<file path="src/rtl/pl_pkg.sv">
// shared types, constants and helper functions for the positional list engine
package pl_pkg;

  localparam int CMD_W      = 2;
  localparam int POS_W      = 9;
  localparam int ENTRY_W    = 64;
  localparam int STATUS_W   = 2;
  localparam int LENGTH_W   = 9;
  localparam int CAPACITY_D = 256;
  localparam int TREE_FAN   = 8;
  localparam int TREE_SHIFT = 3;

  typedef enum logic [CMD_W-1:0] {
    CMD_INSERT = 2'd0,
    CMD_DELETE = 2'd1,
    CMD_READ   = 2'd2,
    CMD_CLEAR  = 2'd3
  } cmd_t;

  typedef enum logic [STATUS_W-1:0] {
    ST_OK    = 2'd0,
    ST_RANGE = 2'd1,
    ST_FULL  = 2'd2
  } status_t;

  typedef struct packed {
    logic             ins;
    logic             del;
    logic [POS_W-1:0] idx;
    logic             rd;
    logic [POS_W-1:0] rd_idx;
  } cell_ctl_t;

  // nodes left after k reduction levels of n leaves
  function automatic int tree_nodes(input int n, input int k);
    int r;
    r = n;
    for (int i = 0; i < k; i++) begin
      r = (r + TREE_FAN - 1) >> TREE_SHIFT;
    end
    return r;
  endfunction

  // number of registered reduction levels down to one node
  function automatic int tree_levels(input int n);
    int r;
    int l;
    r = n;
    l = 0;
    while (r > 1 || l == 0) begin
      r = (r + TREE_FAN - 1) >> TREE_SHIFT;
      l++;
    end
    return l;
  endfunction

endpackage

</file>
<file path="src/rtl/pl_cell.sv">
// one list cell: holds an entry and shifts it to or from its neighbours
module pl_cell #(
  parameter int INDEX = 0
) (
  input  logic                      clk,
  input  pl_pkg::cell_ctl_t         ctl,
  input  logic [pl_pkg::ENTRY_W-1:0] left_value,
  input  logic [pl_pkg::ENTRY_W-1:0] right_value,
  input  logic [pl_pkg::ENTRY_W-1:0] new_value,
  output logic [pl_pkg::ENTRY_W-1:0] value,
  output logic [pl_pkg::ENTRY_W-1:0] tap
);
  import pl_pkg::*;

  logic                is_at;
  logic                is_after;
  logic                rd_at;
  logic [ENTRY_W-1:0]  value_next;

  assign is_at    = (INDEX == int'(ctl.idx));
  assign is_after = (INDEX > int'(ctl.idx));
  assign rd_at    = ctl.rd && (INDEX == int'(ctl.rd_idx));

  always_comb begin
    value_next = value;
    if (ctl.ins && is_after) begin
      value_next = left_value;
    end else if (ctl.ins && is_at) begin
      value_next = new_value;
    end else if (ctl.del && (is_at || is_after)) begin
      value_next = right_value;
    end
  end

  always_ff @(posedge clk) begin
    value <= value_next;
  end

  assign tap = rd_at ? value : '0;

endmodule

</file>
<file path="config.mk">
export PLATFORM = sky130hd
export DESIGN_NAME = pl_cell
export DESIGN_NICKNAME = d
export VERILOG_FILES = /design/src/rtl/pl_pkg.sv /design/src/rtl/pl_cell.sv
export SDC_FILE = /design/constraint.sdc
export NUM_CORES = 1
export LEC_CHECK = 0
export BUFFER_PORTS_ARGS = -buffer_cell sky130_fd_sc_hd__buf_4
export CAP_MARGIN = 15
export CORE_AREA = 2 2 131 133
export CTS_CLUSTER_DIAMETER = 150
export DETAILED_ROUTE_END_ITERATION = 7
export DIE_AREA = 0 0 133 135
export PLACE_DENSITY = 0.53
export SYNTH_ARGS = -nofsm -noshare
export SYNTH_HDL_FRONTEND = slang
export SYNTH_SLANG_ARGS = --single-unit
export TNS_END_PERCENT = 20
</file>
<file path="constraint.sdc">
create_clock -name clk -period 3.45 [get_ports clk]
set_input_delay 0.345 -clock clk [delete_from_list [all_inputs] [get_ports clk]]
set_output_delay 0.345 -clock clk [all_outputs]
set_load 0.01 [all_outputs]
</file>
==> qor.txt <==
Initial Utilization: 21.0%
Syn-to-layout area delta: 74.7%
antenna-violating nets left: 0
Final Instance Area: 6020 µm²
synth top area cells: edfxtp_1, mux2_4, and2_1
antenna violations before repair: 0
DRT iter0 DRCs: 54
Setup violations, final: 0
die span in y: 135 µm
VDD IR-drop max: 0.196 mV
ys flop type: edfxtp_1
DIE AREA: 18000 µm²
WP data required: 3110 ps
Slew Limit Fails: 0
first-pass GRT wire length: 15.9 mm
DPL Wire Length: 8.40 mm
Ant. Diodes: 0
Synth Register Bits: 64
port buffer count: 277
CP Buf/Inv Count: 3
hold-fix buffers at CTS: 0
post-synthesis sequential area ratio: 55.8%
Setup Buffers After CTS: 0
Final Hold Viols: 0
crit path capture: tap[9]
clock-pin slew on the worst setup and hold paths: 50 ps
H-tree depth: 3
Overflow after GRT: 0
Die Width: 133 µm
vias per cell: 3.91
CP startpoint: ctl[1]
Seq. cell area: 1920 µm²
DR pass1 iterations: 4
Crit path largest cell delay: 450 ps
total clock sinks: 64
all-layer global routing usage: 11.6%
share of the synthesized area in the top cell type: 55.8%
Max Cap Violations: 0
Final Routed Wirelength: 10.8 mm
final net count: 709
Ports: 342
TritonCTS Buffers: 9
CP Class: primary input to output port
DR WL/cell: 15.0 µm
Synth area leader: edfxtp_1
Longest Clk Path Bufs: 2
Cell Chain, Critical Path: buf_4 > nor4_1 > and4b_2 > buf_4 > and2_1 > buf_4
Multi-input gate area: 1430 µm²
Least-Margin Pin Slew: 608 ps
max reg flops: 64
Vias: 2811
cell mode on critical path: buf_4
most flop-heavy register: value
layout cell share with drive strength beyond 1: 72.9%
number of synthesized flops with an enable pin: 64
Placed Area: 5740 µm²
Site Rows: 47
Placer Congestion: 0.791
max_slew headroom: 59.5%
RSZ-0062 raised after global routing: no
setup_tns: 0 ps
# DRC: 0
CTS tree: done
CP max FO: 64
Root Driver: clkbuf_16
# resized after CTS: 0
syn nets: 429
largest net degree at the start of global routing: 65
CP endpoint kind: output port
CP Data Arrival Time: 1820 ps
syn_area_per_cell: 16.0 µm²
f_max: 461 MHz
Yosys Warn Count: 0
Largest regs: value (64)
cell area power density: 306 nW/µm²
FILL cells: 1598
Synth top cells by count: and2_1, edfxtp_1, mux2_4
Hold Crit Class: primary input to flop
core area: 16400 µm²
clock period minus final worst setup slack: 2170 ps
asr flop ratio synth: 0%
Netlist cell types: 14
cell depth of the worst setup path: 6
Tcrit/Tclk final: 62.9%
Post-Syn Instances: 215
status: finished clean
Critical Path Slowest Stage Cell: buf_4
crit start category: primary input
Netlist Area Pre-Place: 3440 µm²
delay-heaviest family, CP: simple AND/OR/NAND/NOR gates
Leak: 2.93 nW
vias in the first global route: 3050
worst min path at each step:
stage | start | to | slack [ps] | depth (start not counted)
2_1_floorplan | right_value[10] | value[10]$_DFFE_PP_ | 560 | 1
3_5_place_dp | right_value[32] | value[32]$_DFFE_PP_ | 650 | 2
5_1_grt | new_value[18] | value[18]$_DFFE_PP_ | 300 | 2
6_report | new_value[11] | value[11]$_DFFE_PP_ | 320 | 2
3_3_place_gp | right_value[35] | value[35]$_DFFE_PP_ | 650 | 2
4_1_cts | right_value[44] | value[44]$_DFFE_PP_ | 290 | 2
power breakdown:
part | leakage [nW] | total [mW] | internal, mW | switching (mW)
logic | 2.22 | 0.199 | 0.157 | 0.0417
registers | 0.575 | 0.858 | 0.857 | 0.000655
clock network | 0.132 | 0.787 | 0.475 | 0.313
total | 2.93 | 1.84 | 1.49 | 0.355
cells in the final DEF, fill, tap and decap left out, drive strengths merged:
cell type  instances
and3               1
mux2              64
clkbuf            10
edfxtp            64
nand4              1
buf              282
and2              64
nor4               4
nor2               2
clkinv             5
nor3               1
and4b              1
layout make-up:
cell class / instances / area share (%)
multi-input cells: 138 / 23.8
well taps: 220 / 4.57
clock inverters: 5 / 0.416
clock buffers: 10 / 3.80
repair buffers: 282 / 35.5
flip-flops and latches: 64 / 31.9
layer usage:
metal | global-route usage, % | vias up | wire [µm]
li1 | - | 1342 | -
met1 | 11.4 | 1319 | 3890
met2 | 22.4 | 140 | 5940
met3 | 3.45 | 10 | 814
met4 | 5.02 | 0 | 166
met5 | 0 | - | 0
stage by stage:
stage	hold slack (ps)	setup slack, ps	utilization (%)	cells	power [mW]
detailed placement	649	1090	35.0	703	1.07
finish	316	1280	36.7	719	1.84
floorplan	562	668	-	215	0.933
global route	296	1160	36.7	719	1.92
CTS	294	1270	36.5	718	1.88
global placement	646	1130	35.0	703	1.07
cells by family after synthesis:
family                 Yosys count  share of synthesized area [%]
and+or+nand+nor                 74                           14.0
DFF                             64                           55.8
muxes                           64                           27.5
buffers and inverters           13                           2.76
Power figures use the tool's default switching activity.
